--- src/sv/i2c_eeprom_master_sequencer_assert.svh ---
// Assertion macros shared by the sequencer RTL.
// Both macros expect clk and arst_n in scope.
`ifndef I2C_EEPROM_MASTER_SEQUENCER_ASSERT_SVH
`define I2C_EEPROM_MASTER_SEQUENCER_ASSERT_SVH

// Consequent must hold in the same cycle as the antecedent.
`define I2CEM_ASSERT_NOW(lbl, ante, cons, msg) \
	lbl: assert property (@(posedge clk) disable iff (!arst_n) (ante) |-> (cons)) \
		else $error(msg);

// Consequent must hold in the cycle after the antecedent.
`define I2CEM_ASSERT_NEXT(lbl, ante, cons, msg) \
	lbl: assert property (@(posedge clk) disable iff (!arst_n) (ante) |=> (cons)) \
		else $error(msg);

`endif

--- src/sv/i2cem_pkg.sv ---
`default_nettype none

package i2cem_pkg;

	localparam logic [1:0] KIND_TICK  = 2'd0;
	localparam logic [1:0] KIND_LOAD  = 2'd1;
	localparam logic [1:0] KIND_WRITE = 2'd2;
	localparam logic [1:0] KIND_READ  = 2'd3;

	localparam logic [3:0] PH_IDLE        = 4'd0;
	localparam logic [3:0] PH_START_A     = 4'd1;
	localparam logic [3:0] PH_START_B     = 4'd2;
	localparam logic [3:0] PH_TX_LOW      = 4'd3;
	localparam logic [3:0] PH_TX_HIGH     = 4'd4;
	localparam logic [3:0] PH_ACKIN_LOW   = 4'd5;
	localparam logic [3:0] PH_ACKIN_HIGH  = 4'd6;
	localparam logic [3:0] PH_RX_LOW      = 4'd7;
	localparam logic [3:0] PH_RX_HIGH     = 4'd8;
	localparam logic [3:0] PH_ACKOUT_LOW  = 4'd9;
	localparam logic [3:0] PH_ACKOUT_HIGH = 4'd10;
	localparam logic [3:0] PH_STOP_A      = 4'd11;
	localparam logic [3:0] PH_STOP_B      = 4'd12;
	localparam logic [3:0] PH_STOP_C      = 4'd13;
	localparam logic [3:0] PH_WAIT        = 4'd14;
	localparam logic [3:0] PH_RSTART_LOW  = 4'd15;

	localparam int CFG_INDEX_W = 1;
	localparam int CFG_DATA_W  = 16;

	localparam logic [CFG_INDEX_W-1:0] CFG_DEVICE_ADDRESS   = 1'd0;
	localparam logic [CFG_INDEX_W-1:0] CFG_WRITE_WAIT_TICKS = 1'd1;

	localparam logic [6:0]  DEVICE_ADDRESS_RESET   = 7'd80;
	localparam logic [15:0] WRITE_WAIT_TICKS_RESET = 16'd1000;
	localparam logic [4:0]  COUNT_LIMIT            = 5'd16;

	typedef struct packed {
		logic [1:0] kind;
		logic [3:0] buffer_index;
		logic [7:0] write_byte;
		logic [7:0] sub_address;
		logic [4:0] byte_count;
		logic       sda_in;
	} item_t;

	typedef struct packed {
		logic       scl;
		logic       sda_release;
		logic       read_valid;
		logic [7:0] read_byte;
		logic [3:0] read_index;
		logic       ack_missing;
		logic       busy_res;
		logic       done_res;
	} res_t;

endpackage

`default_nettype wire

--- src/sv/i2cem_chan_if.sv ---
`default_nettype none

interface i2cem_chan_if #(parameter type T = logic);
	logic valid;
	logic ready;
	T     data;

	modport source(output valid, output data, input ready);
	modport sink(input valid, input data, output ready);
endinterface

`default_nettype wire

--- src/sv/i2cem_wbuf.sv ---
`default_nettype none

module i2cem_wbuf #(
	parameter int DEPTH = 16,
	parameter int AW = 4
) (
	input  wire logic          clk,
	input  wire logic          we,
	input  wire logic [AW-1:0] waddr,
	input  wire logic [7:0]    wdata,
	input  wire logic [AW-1:0] raddr,
	output logic [7:0]         rdata
);

	logic [7:0] mem [DEPTH];

	always_ff @(posedge clk) begin
		if (we) begin
			mem[waddr] <= wdata;
		end
		rdata <= mem[raddr];
	end

endmodule

`default_nettype wire

--- src/sv/i2cem_core.sv ---
`default_nettype none

module i2cem_core #(
	parameter int BUFFER_DEPTH = 16,
	parameter int AW = 4
) (
	input  wire logic                          clk,
	input  wire logic                          arst_n,
	input  wire logic                          step,
	input  wire i2cem_pkg::item_t              item,
	input  wire logic                          cfg_we,
	input  wire logic [i2cem_pkg::CFG_INDEX_W-1:0] cfg_index,
	input  wire logic [i2cem_pkg::CFG_DATA_W-1:0]  cfg_wdata,
	input  wire logic [7:0]                    wbuf_rdata,
	output logic                               wbuf_we,
	output logic [AW-1:0]                      wbuf_waddr,
	output logic [7:0]                         wbuf_wdata,
	output logic [AW-1:0]                      wbuf_raddr,
	output i2cem_pkg::res_t                    res
);

	import i2cem_pkg::*;

	logic [6:0]    dev_q;
	logic [15:0]   wait_ticks_q;
	logic [3:0]    phase_q, phase_d;
	logic [3:0]    bit_q, bit_d;
	logic [4:0]    byte_q, byte_d;
	logic [7:0]    shift_q, shift_d;
	logic [7:0]    sub_q, sub_d;
	logic [4:0]    count_q, count_d;
	logic          read_mode_q, read_mode_d;
	logic [15:0]   wait_q, wait_d;
	logic          ack_q, ack_d;
	logic [AW-1:0] ptr_q, ptr_d;

	logic          load_ok;
	logic          rvalid;
	logic [7:0]    rbyte;
	logic [3:0]    ridx;
	logic          done;
	logic [4:0]    byte_inc;
	logic [3:0]    bit_inc;
	logic [4:0]    count_clamped;
	logic          sda_out;
	logic          scl_out;
	logic          ack_bit;

	function automatic logic [7:0] tx_byte(input logic [4:0] bc, input logic rm,
			input logic [6:0] dev, input logic [7:0] sub, input logic [7:0] bbyte);
		logic [7:0] b;
		if (bc == 5'd0) begin
			b = {dev, 1'b0};
		end else if (bc == 5'd1) begin
			b = sub;
		end else if (rm) begin
			b = {dev, 1'b1};
		end else begin
			b = bbyte;
		end
		return b;
	endfunction

	function automatic logic last_read(input logic [4:0] bc, input logic [4:0] hc);
		return {1'b0, bc} >= ({1'b0, hc} + 6'd2);
	endfunction

	assign byte_inc   = byte_q + 5'd1;
	assign bit_inc    = bit_q + 4'd1;
	assign load_ok    = (phase_q == PH_IDLE)
		&& (9'(item.buffer_index) < 9'(BUFFER_DEPTH));
	assign wbuf_we    = step && (item.kind == KIND_LOAD) && load_ok;
	assign wbuf_waddr = AW'(item.buffer_index);
	assign wbuf_wdata = item.write_byte;
	assign wbuf_raddr = ptr_q;

	always_comb begin
		if (item.byte_count == 5'd0) begin
			count_clamped = 5'd1;
		end else if (item.byte_count > COUNT_LIMIT) begin
			count_clamped = COUNT_LIMIT;
		end else begin
			count_clamped = item.byte_count;
		end
	end

	always_comb begin
		phase_d     = phase_q;
		bit_d       = bit_q;
		byte_d      = byte_q;
		shift_d     = shift_q;
		sub_d       = sub_q;
		count_d     = count_q;
		read_mode_d = read_mode_q;
		wait_d      = wait_q;
		ack_d       = ack_q;
		ptr_d       = ptr_q;
		rvalid      = 1'b0;
		rbyte       = 8'd0;
		ridx        = 4'd0;
		done        = 1'b0;
		unique case (item.kind)
			KIND_LOAD: begin
			end
			KIND_WRITE, KIND_READ: begin
				if (phase_q == PH_IDLE) begin
					sub_d       = item.sub_address;
					count_d     = count_clamped;
					read_mode_d = (item.kind == KIND_READ);
					byte_d      = 5'd0;
					bit_d       = 4'd0;
					shift_d     = 8'd0;
					wait_d      = 16'd0;
					ack_d       = 1'b0;
					ptr_d       = '0;
					phase_d     = PH_START_A;
				end
			end
			KIND_TICK: begin
				unique case (phase_q)
					PH_IDLE:       phase_d = PH_IDLE;
					PH_START_A:    phase_d = PH_START_B;
					PH_START_B: begin
						shift_d = tx_byte(byte_q, read_mode_q, dev_q, sub_q, wbuf_rdata);
						bit_d   = 4'd0;
						phase_d = PH_TX_LOW;
					end
					PH_TX_LOW:     phase_d = PH_TX_HIGH;
					PH_TX_HIGH: begin
						bit_d   = bit_inc;
						shift_d = {shift_q[6:0], 1'b0};
						phase_d = (bit_inc >= 4'd8) ? PH_ACKIN_LOW : PH_TX_LOW;
					end
					PH_ACKIN_LOW: begin
						if (item.sda_in) begin
							ack_d = 1'b1;
						end
						phase_d = PH_ACKIN_HIGH;
					end
					PH_ACKIN_HIGH: begin
						byte_d = byte_inc;
						if (!read_mode_q) begin
							if ({1'b0, byte_inc} < ({1'b0, count_q} + 6'd2)) begin
								shift_d = tx_byte(byte_inc, read_mode_q, dev_q, sub_q,
									wbuf_rdata);
								bit_d   = 4'd0;
								phase_d = PH_TX_LOW;
								if (byte_inc >= 5'd2) begin
									ptr_d = (ptr_q == AW'(BUFFER_DEPTH - 1)) ? '0
										: ptr_q + 1'b1;
								end
							end else begin
								phase_d = PH_STOP_A;
							end
						end else if (byte_inc == 5'd1) begin
							shift_d = tx_byte(byte_inc, read_mode_q, dev_q, sub_q, wbuf_rdata);
							bit_d   = 4'd0;
							phase_d = PH_TX_LOW;
						end else if (byte_inc == 5'd2) begin
							phase_d = PH_RSTART_LOW;
						end else begin
							bit_d   = 4'd0;
							shift_d = 8'd0;
							phase_d = PH_RX_LOW;
						end
					end
					PH_RSTART_LOW: phase_d = PH_START_A;
					PH_RX_LOW: begin
						shift_d = {shift_q[6:0], item.sda_in};
						bit_d   = bit_inc;
						if (bit_inc >= 4'd8) begin
							rvalid = 1'b1;
							rbyte  = {shift_q[6:0], item.sda_in};
							ridx   = 4'(byte_q - 5'd3);
						end
						phase_d = PH_RX_HIGH;
					end
					PH_RX_HIGH:    phase_d = (bit_q >= 4'd8) ? PH_ACKOUT_LOW : PH_RX_LOW;
					PH_ACKOUT_LOW: phase_d = PH_ACKOUT_HIGH;
					PH_ACKOUT_HIGH: begin
						if (last_read(byte_q, count_q)) begin
							phase_d = PH_STOP_A;
						end else begin
							byte_d  = byte_inc;
							bit_d   = 4'd0;
							shift_d = 8'd0;
							phase_d = PH_RX_LOW;
						end
					end
					PH_STOP_A:     phase_d = PH_STOP_B;
					PH_STOP_B:     phase_d = PH_STOP_C;
					PH_STOP_C: begin
						if (!read_mode_q && (wait_ticks_q != 16'd0)) begin
							wait_d  = wait_ticks_q;
							phase_d = PH_WAIT;
						end else begin
							phase_d = PH_IDLE;
							done    = 1'b1;
						end
					end
					PH_WAIT: begin
						if (wait_q <= 16'd1) begin
							wait_d  = 16'd0;
							phase_d = PH_IDLE;
							done    = 1'b1;
						end else begin
							wait_d = wait_q - 16'd1;
						end
					end
				endcase
			end
		endcase
	end

	assign ack_bit = last_read(byte_d, count_d);

	always_comb begin
		unique case (phase_d)
			PH_START_B:     begin scl_out = 1'b1; sda_out = 1'b0;       end
			PH_TX_LOW:      begin scl_out = 1'b0; sda_out = shift_d[7]; end
			PH_TX_HIGH:     begin scl_out = 1'b1; sda_out = shift_d[7]; end
			PH_ACKIN_LOW:   begin scl_out = 1'b0; sda_out = 1'b1;       end
			PH_RX_LOW:      begin scl_out = 1'b0; sda_out = 1'b1;       end
			PH_ACKOUT_LOW:  begin scl_out = 1'b0; sda_out = ack_bit;    end
			PH_ACKOUT_HIGH: begin scl_out = 1'b1; sda_out = ack_bit;    end
			PH_STOP_A:      begin scl_out = 1'b0; sda_out = 1'b0;       end
			PH_STOP_B:      begin scl_out = 1'b1; sda_out = 1'b0;       end
			PH_RSTART_LOW:  begin scl_out = 1'b0; sda_out = 1'b1;       end
			default:        begin scl_out = 1'b1; sda_out = 1'b1;       end
		endcase
	end

	always_comb begin
		res.scl         = scl_out;
		res.sda_release = sda_out;
		res.read_valid  = rvalid;
		res.read_byte   = rbyte;
		res.read_index  = ridx;
		res.ack_missing = ack_d;
		res.busy_res    = (phase_d != PH_IDLE);
		res.done_res    = done;
	end

	always_ff @(posedge clk or negedge arst_n) begin
		if (!arst_n) begin
			dev_q        <= DEVICE_ADDRESS_RESET;
			wait_ticks_q <= WRITE_WAIT_TICKS_RESET;
		end else if (cfg_we) begin
			unique case (cfg_index)
				CFG_DEVICE_ADDRESS:   dev_q        <= cfg_wdata[6:0];
				CFG_WRITE_WAIT_TICKS: wait_ticks_q <= cfg_wdata;
			endcase
		end
	end

	always_ff @(posedge clk or negedge arst_n) begin
		if (!arst_n) begin
			phase_q     <= PH_IDLE;
			bit_q       <= 4'd0;
			byte_q      <= 5'd0;
			shift_q     <= 8'd0;
			sub_q       <= 8'd0;
			count_q     <= 5'd0;
			read_mode_q <= 1'b0;
			wait_q      <= 16'd0;
			ack_q       <= 1'b0;
			ptr_q       <= '0;
		end else if (step) begin
			phase_q     <= phase_d;
			bit_q       <= bit_d;
			byte_q      <= byte_d;
			shift_q     <= shift_d;
			sub_q       <= sub_d;
			count_q     <= count_d;
			read_mode_q <= read_mode_d;
			wait_q      <= wait_d;
			ack_q       <= ack_d;
			ptr_q       <= ptr_d;
		end
	end

endmodule

`default_nettype wire

--- src/sv/i2c_eeprom_master_sequencer.sv ---
// I2C master sequencer for a serial EEPROM: random read and page write.
// Items arrive on in_ch as valid/ready beats. A tick beat moves the bus one
// half-bit phase and carries the sampled SDA level; load beats fill the write
// buffer; start beats open a write or read transfer when the block is idle.
// Every input beat yields exactly one result beat on out_ch, carrying the
// SCL and SDA levels for the new phase, any received byte, the missing-ack
// flag, busy and a done marker on the beat that returns the block to idle.
// Configuration (device address, post-write wait) is written through cfg_we/
// cfg_index/cfg_wdata only while idle; the user, not the block, enforces it.
// Each input beat passes through the input register; the phase logic then
// computes its result from that register and writes the result register.
// Throughput is one beat per cycle while out_ch does not stall; the input
// and result registers let a new beat enter while a finished result waits.
// When out_ch stalls, the result holds, the input register fills and in_ch
// ready drops; nothing is lost. Reset empties both registers, returns the
// bus to idle (SCL and SDA released) and restores the configuration defaults.
// The buffer has no reset; its read port is registered and prefetched.
`default_nettype none

module i2c_eeprom_master_sequencer #(
	parameter int BUFFER_DEPTH = 16
) (
	input  wire logic                              clk,
	input  wire logic                              arst_n,
	i2cem_chan_if.sink                             in_ch,
	i2cem_chan_if.source                           out_ch,
	input  wire logic                              cfg_we,
	input  wire logic [i2cem_pkg::CFG_INDEX_W-1:0] cfg_index,
	input  wire logic [i2cem_pkg::CFG_DATA_W-1:0]  cfg_wdata
);

	import i2cem_pkg::*;

	localparam int AW = (BUFFER_DEPTH > 1) ? $clog2(BUFFER_DEPTH) : 1;

	item_t         item_s1;
	logic          valid_s1;
	res_t          res_q;
	logic          out_valid_q;
	res_t          res_d;
	logic          advance;
	logic          wbuf_we;
	logic [AW-1:0] wbuf_waddr;
	logic [7:0]    wbuf_wdata;
	logic [AW-1:0] wbuf_raddr;
	logic [7:0]    wbuf_rdata;

	assign advance      = valid_s1 && (!out_valid_q || out_ch.ready);
	assign in_ch.ready  = !valid_s1 || advance;
	assign out_ch.valid = out_valid_q;
	assign out_ch.data  = res_q;

	always_ff @(posedge clk or negedge arst_n) begin
		if (!arst_n) begin
			valid_s1 <= 1'b0;
		end else if (in_ch.ready) begin
			valid_s1 <= in_ch.valid;
		end
	end

	always_ff @(posedge clk) begin
		if (in_ch.ready && in_ch.valid) begin
			item_s1 <= in_ch.data;
		end
	end

	always_ff @(posedge clk or negedge arst_n) begin
		if (!arst_n) begin
			out_valid_q <= 1'b0;
		end else if (advance) begin
			out_valid_q <= 1'b1;
		end else if (out_ch.ready) begin
			out_valid_q <= 1'b0;
		end
	end

	always_ff @(posedge clk) begin
		if (advance) begin
			res_q <= res_d;
		end
	end

	i2cem_core #(
		.BUFFER_DEPTH(BUFFER_DEPTH),
		.AW(AW)
	) u_core (
		.clk(clk),
		.arst_n(arst_n),
		.step(advance),
		.item(item_s1),
		.cfg_we(cfg_we),
		.cfg_index(cfg_index),
		.cfg_wdata(cfg_wdata),
		.wbuf_rdata(wbuf_rdata),
		.wbuf_we(wbuf_we),
		.wbuf_waddr(wbuf_waddr),
		.wbuf_wdata(wbuf_wdata),
		.wbuf_raddr(wbuf_raddr),
		.res(res_d)
	);

	i2cem_wbuf #(
		.DEPTH(BUFFER_DEPTH),
		.AW(AW)
	) u_wbuf (
		.clk(clk),
		.we(wbuf_we),
		.waddr(wbuf_waddr),
		.wdata(wbuf_wdata),
		.raddr(wbuf_raddr),
		.rdata(wbuf_rdata)
	);

`include "i2c_eeprom_master_sequencer_assert.svh"

	`I2CEM_ASSERT_NOW(a_done_idle, out_valid_q && res_q.done_res, !res_q.busy_res, "done while busy")
	`I2CEM_ASSERT_NOW(a_rx_phase, out_valid_q && res_q.read_valid, res_q.busy_res && res_q.scl, "read byte outside receive phase")
	`I2CEM_ASSERT_NEXT(a_result_loaded, advance, out_valid_q, "processed beat produced no result")

endmodule

`default_nettype wire
--- src/flat_wrapper.sv ---
// flat-port wrapper written by rule: the top's interface ports become plain ports
module i2c_eeprom_master_sequencer_flat import i2cem_pkg::*;
#(
	parameter int BUFFER_DEPTH = 16
)
  (clk, arst_n, cfg_we, cfg_index, cfg_wdata, in_ch_valid, in_ch_data, in_ch_ready, out_ch_valid, out_ch_data, out_ch_ready);
  i2cem_chan_if in_ch_i ();
  i2cem_chan_if out_ch_i ();
  input  wire logic clk;
  input  wire logic arst_n;
  input  wire logic cfg_we;
  input  wire logic [i2cem_pkg::CFG_INDEX_W-1:0] cfg_index;
  input  wire logic [i2cem_pkg::CFG_DATA_W-1:0] cfg_wdata;
  input wire logic [$bits(in_ch_i.valid)-1:0] in_ch_valid;
  input wire logic [$bits(in_ch_i.data)-1:0] in_ch_data;
  output wire logic [$bits(in_ch_i.ready)-1:0] in_ch_ready;
  output wire logic [$bits(out_ch_i.valid)-1:0] out_ch_valid;
  output wire logic [$bits(out_ch_i.data)-1:0] out_ch_data;
  input wire logic [$bits(out_ch_i.ready)-1:0] out_ch_ready;
  assign in_ch_i.valid = in_ch_valid;
  assign in_ch_i.data = in_ch_data;
  assign in_ch_ready = in_ch_i.ready;
  assign out_ch_valid = out_ch_i.valid;
  assign out_ch_data = out_ch_i.data;
  assign out_ch_i.ready = out_ch_ready;
  i2c_eeprom_master_sequencer #(.BUFFER_DEPTH(BUFFER_DEPTH)) u_core (.clk(clk), .arst_n(arst_n), .in_ch(in_ch_i), .out_ch(out_ch_i), .cfg_we(cfg_we), .cfg_index(cfg_index), .cfg_wdata(cfg_wdata));
endmodule
--- config.mk ---
export PLATFORM = sky130hd
export DESIGN_NAME = i2c_eeprom_master_sequencer_flat
export DESIGN_NICKNAME = d
export VERILOG_FILES = /design/src/sv/i2cem_pkg.sv /design/src/sv/i2cem_chan_if.sv /design/src/sv/i2cem_wbuf.sv /design/src/sv/i2cem_core.sv /design/src/sv/i2c_eeprom_master_sequencer.sv /design/src/flat_wrapper.sv
export VERILOG_INCLUDE_DIRS = /design/src /design/src/sv
export SDC_FILE = /design/constraint.sdc
export NUM_CORES = 1
export LEC_CHECK = 0
export BUFFER_PORTS_ARGS = -buffer_cell sky130_fd_sc_hd__buf_4
export CELL_PAD_IN_SITES_DETAIL_PLACEMENT = 0
export CELL_PAD_IN_SITES_GLOBAL_PLACEMENT = 2
export CORE_MARGIN = 2
export CORE_UTILIZATION = 40
export DETAILED_ROUTE_END_ITERATION = 12
export GPL_TIMING_DRIVEN = 0
export PLACE_DENSITY_LB_ADDON = 0.08
export RECOVER_POWER = 100
export SLEW_MARGIN = 0
export SYNTH_ARGS = -nofsm -noshare
export SYNTH_HDL_FRONTEND = slang
export SYNTH_SLANG_ARGS = --single-unit
--- constraint.sdc ---
create_clock -name clk -period 4.9 [get_ports clk]
set_clock_uncertainty 0.05 [all_clocks]
set_input_delay 0.735 -clock clk [delete_from_list [all_inputs] [get_ports clk]]
set_output_delay 0.735 -clock clk [all_outputs]
set_load 0.05 [all_outputs]
# Yosys cells after proc, flatten, opt, wreduce, memory -nomap -nowiden
# Cells that the tools add are included.
# totals
in_bits,23
out_inout_bits,3
wordCells,72
memories,0
ff_bits,48
ram_bits,0
latchBits,0
mem_bits_ro,0
# classes
add_sub_neg,3
n_eq_ne,19
multipliers,0
reduce_logical,17
div,0
mux,20
n_bitwise,0
shifts,0
magnitude_cmp,5
# ops
op,n
$pmux 4 s16,1
$eq 4x4->1 const B,8
$mux 16,2
$pmux 16 s2,1
$mux 4,7
$eq 4x3->1 const B,4
$le 16x1->1 const B,1
$pmux 4 s4,1
$reduce_bool 16->1,1
$sub 16x1->16 const B,1
$pmux 5 s2,1
$eq 4x2->1 const B,2
$ge 4x4->1 const B,2
$ne 2x2->1 const B,4
$reduce_and 3->1,2
$reduce_bool 2->1,3
$add 5x1->5 const B,1
$ge 5x2->1 const B,1
$lt 5x2->1 const B,1
$mux 5,1
$add 4x1->4 const B,1
$eq 4x1->1 const B,1
$logic_not 4->1,1
$mux 1,4
other kinds (9),12

# Longest topological paths before layout
# Gate-level depths: netlist of the first run.
# logic_depth
depth_word,4
ltp_mapped,8
depth_no_buf,7

# Hierarchy
# A second synthesis of the first run with hierarchy kept.
# hier_totals
hier_cells,902
area_unflattened_um2,11083.1
# modules_own_cells
mod,seq_area_each_um2,cells_per_inst,n_inst,area_each_um2
i2cem_core,1986.9,662,1,5768.0
i2cem_wbuf,4003.8,229,1,5147.4
i2c_eeprom_master_sequencer,110.1,11,1,167.7

# Worst setup path before layout of the first run
# Ideal clock, no wire load.
# synth_path
kind,input port to output port
start,in out_ch_ready
end,out in_ch_ready
t_required_ns,4.115
n_path_buf,0
arrival_ns,1.208
path_slack_ns,2.907
cell_stages,1
cell_sequence,nand3b_1
# synth_via
elab_chain_len,3
# synth_lines
element,line_no,rtl
start: declaration,flat_wrapper.sv:19,input wire logic [$bits(out_ch_i.ready)-1:0] out_ch_ready;
$logic_or 1x1->1,i2c_eeprom_master_sequencer.sv:48,assign advance = valid_s1 && (!out_valid_q || out_ch.ready);
$logic_and 1x1->1,i2c_eeprom_master_sequencer.sv:48,
$logic_or 1x1->1,i2c_eeprom_master_sequencer.sv:49,assign in_ch.ready = !valid_s1 || advance;
end: declaration,flat_wrapper.sv:16,output wire logic [$bits(in_ch_i.ready)-1:0] in_ch_ready;
# No other way between the ends.

# Worst setup path after layout of the first run
# layout_path
start,reg u_core.u_core.wait_q[2]
end,reg u_core.u_core.wait_q[8]
# layout_via
elab_chain_len,3
elab_cells_between_ends,4
cone_classes,1 x add/sub; 1 x order compare; 2 x mux
# layout_lines
element,line_no,rtl
start: declaration,i2cem_core.sv:33,"logic [15:0] wait_q, wait_d;"
start signal: assignment,i2cem_core.sv:276,wait_q <= wait_d;
$sub 16x1->16 / $le 16x1->1 (equally long branches),"i2cem_core.sv:207, i2cem_core.sv:202",
$mux 16 (*),i2cem_core.sv:202,if (wait_q <= 16'd1) begin
$pmux 16 s2 (*),i2cem_core.sv:120,unique case (phase_q)
# Every way passes the cells marked *; elsewhere a longest branch is shown, timed or not.
# A chain may end at the register's enable or synchronous reset.

==> results of run 1 <==
==> placed cells by master (no fill, tap or decap), types with 8 or more instances in the layout <==
cell / Yosys / final
nand2_1: 21 / 21
o21ai_0: 14 / 15
nor2_1: 18 / 18
o22ai_1: 8 / 8
dfrtp_1: 41 / 41
mux2_2: 17 / 17
clkbuf_1: 9 / 16
nor4_1: 7 / 9
buf_4: 1 / 19
inv_1: 14 / 14
a21oi_1: 17 / 18
nor3_1: 11 / 11
==> power groups by stage <==
stage	Combinational, mW	Clock (mW)	Sequential, mW
3_5_place_dp	0.0756	0	0.455
6_report	0.0725	0.305	0.447
5_1_grt	0.0806	0.331	0.450
2_1_floorplan	0.0425	0	0.447
3_3_place_gp	0.0755	0	0.454
4_1_cts	0.0761	0.317	0.447
==> metrics by stage <==
stage / worst slack (ns) / utilization
floorplan: 2.91 / -
CTS: 2.58 / 0.475
global route: 1.68 / 0.466
global placement: 2.54 / 0.457
finish: 2.12 / 0.466
detailed placement: 2.53 / 0.457
==> synth_stat cells (2+ instances only) <==
cell type,instances
a31oi_1,5
a221oi_1,2
dfrtp_1,41
nand2_1,21
nor2b_1,5
or3_1,2
dfstp_2,6
inv_1,14
nor2_1,18
mux2_2,17
a21oi_1,17
nand3b_1,3
o41ai_1,2
o21ai_0,14
a22o_1,3
o22ai_1,8
a32oi_1,7
o211ai_1,2
nor4_1,7
xnor2_1,4
a21o_1,2
a22oi_1,4
nand2b_1,7
buf_2,2
nor3_1,11
ha_1,6
nand3_1,7
nand4_1,5
a22o_2,3
o2bb2ai_1,4
clkbuf_1,9
and3_1,3
o21bai_1,4
==> worst paths after layout <==
kind                                           from                       end  slack, ns
max                         u_core.u_core.wait_q[2]   u_core.u_core.wait_q[8]       2.12
min                        u_core.u_core.wait_q[10]  u_core.u_core.wait_q[10]       0.47
max reg2reg                 u_core.u_core.wait_q[2]   u_core.u_core.wait_q[8]       2.12
min reg2reg                u_core.u_core.wait_q[10]  u_core.u_core.wait_q[10]       0.47
max in group asynchronous                    arst_n  u_core.u_core.phase_q[2]       2.19
min in group asynchronous                    arst_n    u_core.u_core.bit_q[3]       1.16
==> cells by family after synthesis <==
kind of cell             share of synthesized area
XOR/XNOR                                    0.0156
AO/OA/AOI/OAI                                0.214
AND/OR/NAND/NOR                              0.191
buffers and inverters                       0.0473
multiplexers                                0.0718
adder cells (fa/ha/maj)                     0.0268
flip-flops                                   0.433
==> state kept, by name, indices dropped and copies added (netlist names) <==
| register | count |
|---|---|
| u_core.out_ch.data | 1 |
| u_core.out_ch.valid | 1 |
| u_core.u_core.bit_q | 4 |
| u_core.u_core.byte_q | 5 |
| u_core.u_core.phase_q | 4 |
| u_core.u_core.wait_q | 16 |
| u_core.u_core.wait_ticks_q | 16 |
| u_core.valid_s1 | 1 |
==> metal layers <==
metal,global-route usage,wire [um],vias to the layer above
li1,-,-,1150
met1,0.322,3990,1132
met2,0.265,2730,58
met3,0.0311,266,5
met4,0.0378,61,0
met5,0,0,-
==> worst reg2reg max path: stages, from the launching register on <==
cell and delay (ns):
dfrtp_1 0.45, nor4_1 0.64, and3_1 0.26, clkbuf_1 0.29, a21oi_1 0.30, clkbuf_1 0.33
a22oi_1 0.24, o22ai_1 0.10
==> layout make-up <==
type / instances / area share
buffer: 14 / 0.0209
timing repair buffer: 24 / 0.0522
clock buffer: 6 / 0.0261
multi-input combinational: 215 / 0.449
clock inverter: 2 / 0.0123
sequential: 48 / 0.383
tap: 96 / 0.0379
inverter: 15 / 0.0178
==> metrics.csv, run 1 <==
metric,value,unit
Post-synth EDFFs,1,
kind of critical path,register to register,
post-layout minimum cycle time,2.78,ns
"Critical Path, Cell by Cell",nor4_1 -> and3_1 -> clkbuf_1 -> a21oi_1 -> clkbuf_1 -> a22oi_1 -> o22ai_1,
pin count of the biggest net entering global routing,48,
htree depth,2,
Switching Share,0.238,
Synth area leader,dfrtp_1,
via count,2345,
Final Hold Viols,0,
status,finished with violations,
Cells after Synth,292,
Slew Limit Fails,48,
Final Hold Slack,0.471,ns
FILL cells,690,
n_diodes,0,
total power,0.825,mW
post-route cell area,0.00317,mm2
final WL,7050,um
CTS tree,yes,
gr usage total,0.195,
share of the synthesized area in the top cell type,0.366,
Sw Pwr,0.196,mW
post-CTS sizing,0,
"Top FF cell, synth",dfrtp_1,
Logic pwr share,0.088,
Netlist cell types,60,
# Max-Cap Violations,1,
Mapped Nets,321,
cts hold-fix bufs,0,
cell internal pwr,0.629,mW
Max stage delay on crit path,0.64,ns
Post-CTS Setup Bufs,0,
CTS Buf Count,5,
area of the multi-input gates,0.00142,mm2
critical path's slowest cell,nor4_1,
Die H,87.7,um
post-DR vias/cell,5.58,
CP bufs+invs,2,
sequential share of power,0.542,
Top-Level Pins,26,
P&R area growth vs syn,12.9,%
die area,0.00770,mm2
Die W,87.7,um
failing checks,"max-capacitance violations, max-slew violations",
RSZ-0062 raised after global routing,no,
FF/Latch Area,0.00121,mm2
worst-case vdd ir drop,0.169,mV
clock transition at the registers of the reported paths,0.09,ns
Longest Clk Path Bufs,2,
CP Launch Type,register,
vias in the first global route,2216,
Layout Nets,352,
core area,0.00679,mm2
hold crit path type,register to register,
Clk pwr share,0.370,
drt pass-1 iters,4,
Post-Place Cells,412,
initial antenna violation count,0,
fin cells,420,
critical path's most frequent cell,clkbuf_1,
GPL Wtd Cong,0.815,
Slew HR,-0.702,
hold path depth,1,
worst endpoint data arrival time,2.91,ns
Max Freq,0.359,GHz
CP Depth,7,
Sum Neg Setup Slack,0,ns
wire length of the first global-routing pass,11600,um
Worst-Margin Slew,2.55,ns
final setup fails,0,
post-DP HPWL,5050,um
"Seq/Total Area, Yosys",0.433,
Final ANT Viol Nets,0,
Seq cells post-synth,48,
"delay-heaviest family, CP",simple AND/OR/NAND/NOR gates,
grt total ovfl,0,
Initial Util,0.413,
post-synthesis area per instance,9.60,um2
Yosys warnings,0,
starting DRC count in detailed routing,201,
Static Leak,1.31,nW
routed length per instance,16.8,um
drt drc,0,
worst r2r path cells,7,
CTS sink count,48,
fin crit share,0.568,
ys async rst share,0.979,
clk_lat worst skew,0.30,ns
Crit Path Max Fanout,10,
share of layout cells above drive strength 1,0.182,
CP required,5.03,ns
clk root buf,clkbuf_8,
Rows,30,
"top cells by area, synth","dfrtp_1 37%, mux2_2 6.8%, dfstp_2 5.6%",
Power Density,261,mW/mm2
CP endpoint kind,register,
Post-Syn Area,0.00280,mm2
port bufs,24,
Placed Instance Area,0.00310,mm2
No activity file was read; power rests on OpenSTA's default activity.
==> run 2: changes to the inputs <==
--- a/config.mk
+++ b/config.mk
@@ -6,11 +6,12 @@
 export SDC_FILE = /design/constraint.sdc
 export NUM_CORES = 1
 export LEC_CHECK = 0
+export ABC_AREA = 1
 export BUFFER_PORTS_ARGS = -buffer_cell sky130_fd_sc_hd__buf_4
 export CELL_PAD_IN_SITES_DETAIL_PLACEMENT = 0
 export CELL_PAD_IN_SITES_GLOBAL_PLACEMENT = 2
 export CORE_MARGIN = 2
-export CORE_UTILIZATION = 40
+export CORE_UTILIZATION = 34
 export DETAILED_ROUTE_END_ITERATION = 12
 export GPL_TIMING_DRIVEN = 0
 export PLACE_DENSITY_LB_ADDON = 0.08
==> constraint.sdc (replaced) <==
create_clock -name clk -period 2.6 [get_ports clk]
set_clock_uncertainty 0.05 [all_clocks]
set_input_delay 0.39 -clock clk [delete_from_list [all_inputs] [get_ports clk]]
set_output_delay 0.39 -clock clk [all_outputs]
set_load 0.05 [all_outputs]
==> metrics.csv, run 2 <==
metric,value,unit,change
clk root buf,clkbuf_8,,
post-synthesis area per instance,7.43,um2,-23%
CP required,2.74,ns,-2.29 ns
"commonest non-fill, non-tap cell in the layout",nand2_1,,
drt drc,0,,unchanged
r2r setup slk,0.48,ns,-1.63 ns
CP Launch Type,register,,
Reg2Reg Launch Point,u_core.u_core.wait_q[0],,
most common cell in the synthesized netlist,nand2_1,,
Rows,33,,+10%
Synth area leader,dfrtp_1,,
Worst-Margin Slew,1.26,ns,-1.30 ns
Post-Place Cells,521,,+26%
Max stage delay on crit path,0.42,ns,-0.22 ns
n_diodes,0,,unchanged
clock transition at the registers of the reported paths,0.09,ns,about the same
Sum Neg Setup Slack,0,ns,unchanged
Post-CTS Setup Bufs,0,,unchanged
Slew Limit Fails,0,,-100%
wire length of the first global-routing pass,11600,um,-0.36%
Crit Path Max Fanout,5,,-5
gr usage total,0.163,,-0.0324
fin cells,529,,+26%
Post-synth EDFFs,1,,unchanged
final WL,6890,um,-2.1%
Hold EP,u_core.valid_s1,,
post-DR vias/cell,4.62,,-17%
Mapped Nets,421,,+31%
kind of critical path,register to register,,
critical path's most frequent cell,nand2_1,,
drt pass-1 iters,4,,unchanged
"top cells by area, synth","dfrtp_1 35%, nand2_1 15%, nor2_1 7.9%",,
Max Freq,0.472,GHz,+31%
most frequent cells in the layout,"122 x nand2_1, 62 x nor2_1, 41 x dfrtp_1, 40 x inv_1, 25 x nand3_1",,
clk_lat worst skew,0.31,ns,about the same
worst r2r path cells,13,,+6
"Critical Path, Cell by Cell",inv_1 -> ha_1 -> inv_1 -> nand2_1 -> nand2_1 -> nor2_1 -> nand2_1 -> nand2_1 -> inv_1 -> nor2_1 -> inv_1 -> nand2_1 -> nand2_1,,
starting DRC count in detailed routing,97,,-52%
hold path depth,3,,+2
Final ANT Viol Nets,0,,unchanged
CTS tree,yes,,
CTS Buf Count,5,,unchanged
Longest Clk Path Bufs,2,,unchanged
Die H,96.6,um,+10%
Slew HR,0.163,,+0.864
Cells after Synth,392,,+34%
grt total ovfl,0,,unchanged
Netlist cell types,35,,-42%
core area,0.00826,mm2,+22%
CP endpoint kind,register,,
fin crit share,0.815,,+0.246
via count,2445,,+4.3%
critical path's slowest cell,dfrtp_1,,
GPL Wtd Cong,0.796,,-2.3%
Initial Util,0.353,,-0.0598
CTS sink count,48,,unchanged
RSZ-0062 raised after global routing,no,,
Final Hold Viols,0,,unchanged
die area,0.00933,mm2,+21%
post-layout minimum cycle time,2.12,ns,-0.666 ns
"top cells by count, synth","120 x nand2_1, 61 x nor2_1, 41 x dfrtp_1",,
Post-Syn Area,0.00291,mm2,+3.9%
Static Leak,1.66,nW,+27%
"Seq/Total Area, Yosys",0.416,,-0.0164
Top-Level Pins,26,,unchanged
Die W,96.6,um,+10%
P&R area growth vs syn,13.6,%,
initial antenna violation count,0,,unchanged
R2R Path End,u_core.u_core.phase_q[1],,
port bufs,24,,unchanged
final setup fails,0,,unchanged
ys async rst share,0.979,,unchanged
htree depth,2,,unchanged
FILL cells,898,,+30%
post-CTS sizing,0,,unchanged
"delay-heaviest family, CP",simple AND/OR/NAND/NOR gates,,
post-DP HPWL,5270,um,+4.3%
routed length per instance,13.0,um,-22%
CP bufs+invs,4,,+2
hold crit path type,primary input to register,,
# Max-Cap Violations,0,,-1
status,finished clean,,
worst-case vdd ir drop,0.256,mV,+51%
share of layout cells above drive strength 1,0.149,,-0.0335
pin count of the biggest net entering global routing,48,,unchanged
Regs by FF count,"u_core.u_core.wait_q (16), u_core.u_core.wait_ticks_q (16), u_core.u_core.byte_q (5)",,
Power Density,780,mW/mm2,+200%
share of the synthesized area in the top cell type,0.352,,-0.0138
Yosys warnings,0,,unchanged
worst endpoint data arrival time,2.26,ns,-0.65 ns
hold_sp,in_ch_valid,,
vias in the first global route,2310,,+4.2%
cts hold-fix bufs,0,,unchanged
Seq cells post-synth,48,,unchanged
Layout Nets,452,,+28%
"Top FF cell, synth",dfrtp_1,,
[run 2: cell count changes after synthesis, moves of 6 or more]
cell | before | now
nor3_1 | 11 | 2
mux2_2 | 17 | 11
o21ai_0 | 14 | 22
clkbuf_1 | 9 | 2
nand2b_1 | 7 | 0
a32oi_1 | 7 | 0
inv_1 | 14 | 39
nor4_1 | 7 | 0
nand3_1 | 7 | 24
a21oi_1 | 17 | 9
nand2_1 | 21 | 120
nor2_1 | 18 | 61
[run 2: per-layer routing]
metal | share of wire | global-route usage
met5 | 0 | 0
met4 | 0.0049 | 0.0282
met3 | 0.033 | 0.0295
met2 | 0.42 | 0.239
met1 | 0.55 | 0.251
[run 2: cells by family after synthesis]
| family | after synthesis | synth area share |
|---|---|---|
| multiplexers | 11 | 0.0425 |
| flip-flops | 48 | 0.416 |
| AO/OA/AOI/OAI | 39 | 0.0743 |
| buffers and inverters | 50 | 0.0730 |
| AND/OR/NAND/NOR | 228 | 0.338 |
| adder cells (fa/ha/maj) | 6 | 0.0258 |
| XOR/XNOR | 10 | 0.0301 |
[run 2: how the worst max path moves through the flow]
stage	slack, ns	endpoint	from	cells past startpoint
3_5_place_dp	0.65	u_core.u_core.phase_q[1]	u_core.u_core.wait_q[0]	13
2_1_floorplan	0.99	u_core.u_core.wait_q[11]	u_core.u_core.wait_q[0]	12
3_3_place_gp	0.66	u_core.u_core.phase_q[1]	u_core.u_core.wait_q[0]	13
5_1_grt	0.24	u_core.u_core.phase_q[2]	u_core.u_core.wait_q[0]	13
4_1_cts	0.64	u_core.u_core.wait_q[11]	u_core.u_core.wait_q[0]	12
6_report	0.48	u_core.u_core.phase_q[1]	u_core.u_core.wait_q[0]	13
[run 2: worst register-to-register path, delay by kind of cell, from the launching register on]
kind                       cells  cell delay, ns
adders and majority gates      1            0.23
buffers and inverters          4            0.44
DFF                            1            0.42
and+or+nand+nor                8            0.86
[run 2: cell type report]
| cell class | instances | area (um2) | area share |
|---|---|---|---|
| multi-input cells | 294 | 1480 | 0.446 |
| plain buffers | 6 | 42.5 | 0.0129 |
| clock buffers | 5 | 68.8 | 0.0208 |
| repair buffers | 24 | 166 | 0.0503 |
| clock inverters | 3 | 41.3 | 0.0125 |
| well taps | 105 | 131 | 0.0397 |
| flip-flops and latches | 48 | 1210 | 0.367 |
| inverters | 44 | 170 | 0.0514 |
[run 2: report_power, final]
| group | internal, mW | switching (mW) | leakage [nW] |
|---|---|---|---|
| clock | 0.286 | 0.261 | 0.0585 |
| sequential | 0.914 | 0.191 | 0.589 |
| combinational | 0.339 | 0.589 | 1.01 |
[run 2: through the flow]
| stage | utilization | hold WS [ns] | total power, mW | worst slack [ns] | cell area (um2) |
|---|---|---|---|---|---|
| finish | 0.401 | 0.224 | 2.58 | 0.482 | 3310 |
| global route | 0.401 | 0.211 | 2.83 | 0.238 | 3310 |
| CTS | 0.404 | 0.0661 | 2.64 | 0.639 | 3340 |
| detailed placement | 0.391 | 0.414 | 2.07 | 0.651 | 3230 |
| global placement | 0.391 | 0.414 | 2.06 | 0.658 | 3230 |
| floorplan | - | 0.0444 | 1.80 | 0.991 | 2910 |
==> run 3: changes to the inputs <==
==> constraint.sdc (replaced) <==
create_clock -name clk -period 2.05 [get_ports clk]
set_clock_uncertainty 0.05 [all_clocks]
set_input_delay 0.3075 -clock clk [delete_from_list [all_inputs] [get_ports clk]]
set_output_delay 0.3075 -clock clk [all_outputs]
set_load 0.05 [all_outputs]
==> metrics.csv, run 3 (same netlist as run 2, synthesis figures left out) <==
metric,value,unit,change
total power,3.28,mW,+27%
Static Leak,1.66,nW,-0.23%
worst-case vdd ir drop,0.330,mV,+29%
RSZ-0062 raised after global routing,no,,
gr usage total,0.163,,unchanged
Max stage delay on crit path,0.43,ns,about the same
port bufs,24,,unchanged
grt total ovfl,0,,unchanged
post-DP HPWL,5270,um,unchanged
Worst-Margin Slew,1.25,ns,-0.00735 ns
Max Freq,0.538,GHz,+14%
critical path's slowest cell,dfrtp_1,,
CTS Buf Count,5,,unchanged
wire length of the first global-routing pass,11600,um,unchanged
clock transition at the registers of the reported paths,0.09,ns,about the same
CP Launch Type,register,,
routed length per instance,13.0,um,about the same
initial antenna violation count,0,,unchanged
fin crit share,0.907,,+0.0924
most frequent cells in the layout,"121 x nand2_1, 61 x nor2_1, 41 x dfrtp_1, 39 x inv_1, 25 x nand3_1",,
pin count of the biggest net entering global routing,48,,unchanged
final setup fails,0,,unchanged
Top-Level Pins,26,,unchanged
Die H,96.6,um,unchanged
Crit Path Max Fanout,10,,+5
final WL,6910,um,+0.16%
area of the multi-input gates,0.00148,mm2,+0.17%
Regs by FF count,"u_core.u_core.wait_q (16), u_core.u_core.wait_ticks_q (16), u_core.u_core.byte_q (5)",,
worst endpoint data arrival time,1.99,ns,-0.27 ns
vias in the first global route,2310,,unchanged
FF/Latch Area,0.00121,mm2,unchanged
Die W,96.6,um,unchanged
Initial Util,0.353,,unchanged
kind of critical path,register to register,,
share of layout cells above drive strength 1,0.155,,+0.00671
starting DRC count in detailed routing,98,,+1.0%
CP required,2.18,ns,-0.56 ns
post-layout minimum cycle time,1.86,ns,-0.259 ns
drt drc,0,,unchanged
Slew HR,0.167,,+0.00490
Final Hold Viols,0,,unchanged
GPL Wtd Cong,0.796,,unchanged
n_diodes,0,,unchanged
htree depth,2,,unchanged
Slew Limit Fails,0,,unchanged
CTS sink count,48,,unchanged
drt pass-1 iters,4,,unchanged
Final ANT Viol Nets,0,,unchanged
post-DR vias/cell,4.59,,-0.60%
Longest Clk Path Bufs,2,,unchanged
hold path depth,3,,unchanged
Rows,33,,unchanged
clk_lat worst skew,0.30,ns,about the same
Power Density,988,mW/mm2,+27%
hold crit path type,primary input to register,,
"commonest non-fill, non-tap cell in the layout",nand2_1,,
"Critical Path, Cell by Cell",inv_2 -> ha_2 -> inv_1 -> nand2_1 -> nand2_1 -> nor2_1 -> nand2_2 -> nand2_2 -> buf_4 -> nor2_1 -> o21ai_0 -> nand2_1,,
CP endpoint kind,register,,
Sum Neg Setup Slack,0,ns,unchanged
P&R area growth vs syn,13.8,%,
clk root buf,clkbuf_8,,
CTS tree,yes,,
r2r setup slk,0.19,ns,-0.29 ns
worst r2r path cells,12,,-1
critical path's most frequent cell,nand2_1,,
status,finished clean,,
Layout Nets,453,,+0.22%
# Max-Cap Violations,0,,unchanged
FILL cells,899,,+0.11%
via count,2435,,-0.41%
die area,0.00933,mm2,unchanged
core area,0.00826,mm2,unchanged
## run 3: area by class of cell
type	count	share of cell area
clock inverters	3	0.0124
clock buffers	5	0.0207
well taps	105	0.0396
plain buffers	6	0.0124
flip-flops and latches	48	0.366
repair buffers	25	0.0532
multi-input cells	294	0.445
inverters	44	0.0502
## run 3: worst paths after layout
path,startpoint,endpoint
max,u_core.u_core.wait_q[0],u_core.u_core.wait_q[11]
min,in_ch_valid,u_core.valid_s1
max reg2reg,u_core.u_core.wait_q[0],u_core.u_core.wait_q[11]
min reg2reg,u_core.u_core.bit_q[3],u_core.u_core.bit_q[3]
max in group asynchronous,arst_n,u_core.u_core.wait_q[11]
min in group asynchronous,arst_n,u_core.u_core.wait_q[7]
## run 3: layer usage
layer  global-route usage  up-vias  wire (um)  share of wire
met5                    0        -          0              0
met4               0.0282        0         34         0.0049
met3               0.0295        2        218          0.032
met2                0.239       33       2870           0.42
met1                0.251     1107       3780           0.55
li1                     -     1293          -              -
## run 3: timing repair
item / CTS / global route
setup buffers: 0 / 0
gates resized for setup: 0 / 3
setup endpoints to repair: 0 / 8
hold endpoints to repair: 11 / 0
hold buffers: 1 / 0
## run 3: report_power, final
group | internal, mW | total [mW] | switching, mW
registers | 1.16 | 1.40 | 0.243
logic | 0.433 | 1.19 | 0.755
clock network | 0.362 | 0.689 | 0.327
## run 3: worst max-delay path, delay by kind of cell (launching register included)
kind            cells  cell delay (ns)
simple gates        7             0.56
flops               1             0.43
buf+inv             3             0.32
compound gates      1             0.16
fa+ha+maj           1             0.21
## run 3: through the flow
stage	cells	hold WS [ns]	instance area [um2]	setup slack, ns	util
after floorplan	392	-0.0381	2910	0.441	-
after global placement	521	0.331	3230	0.108	0.391
after detailed placement	521	0.331	3230	0.101	0.391
after CTS	530	0.132	3350	0.0886	0.405
after global routing	530	0.128	3320	0.00610	0.402
final	530	0.144	3320	0.191	0.402
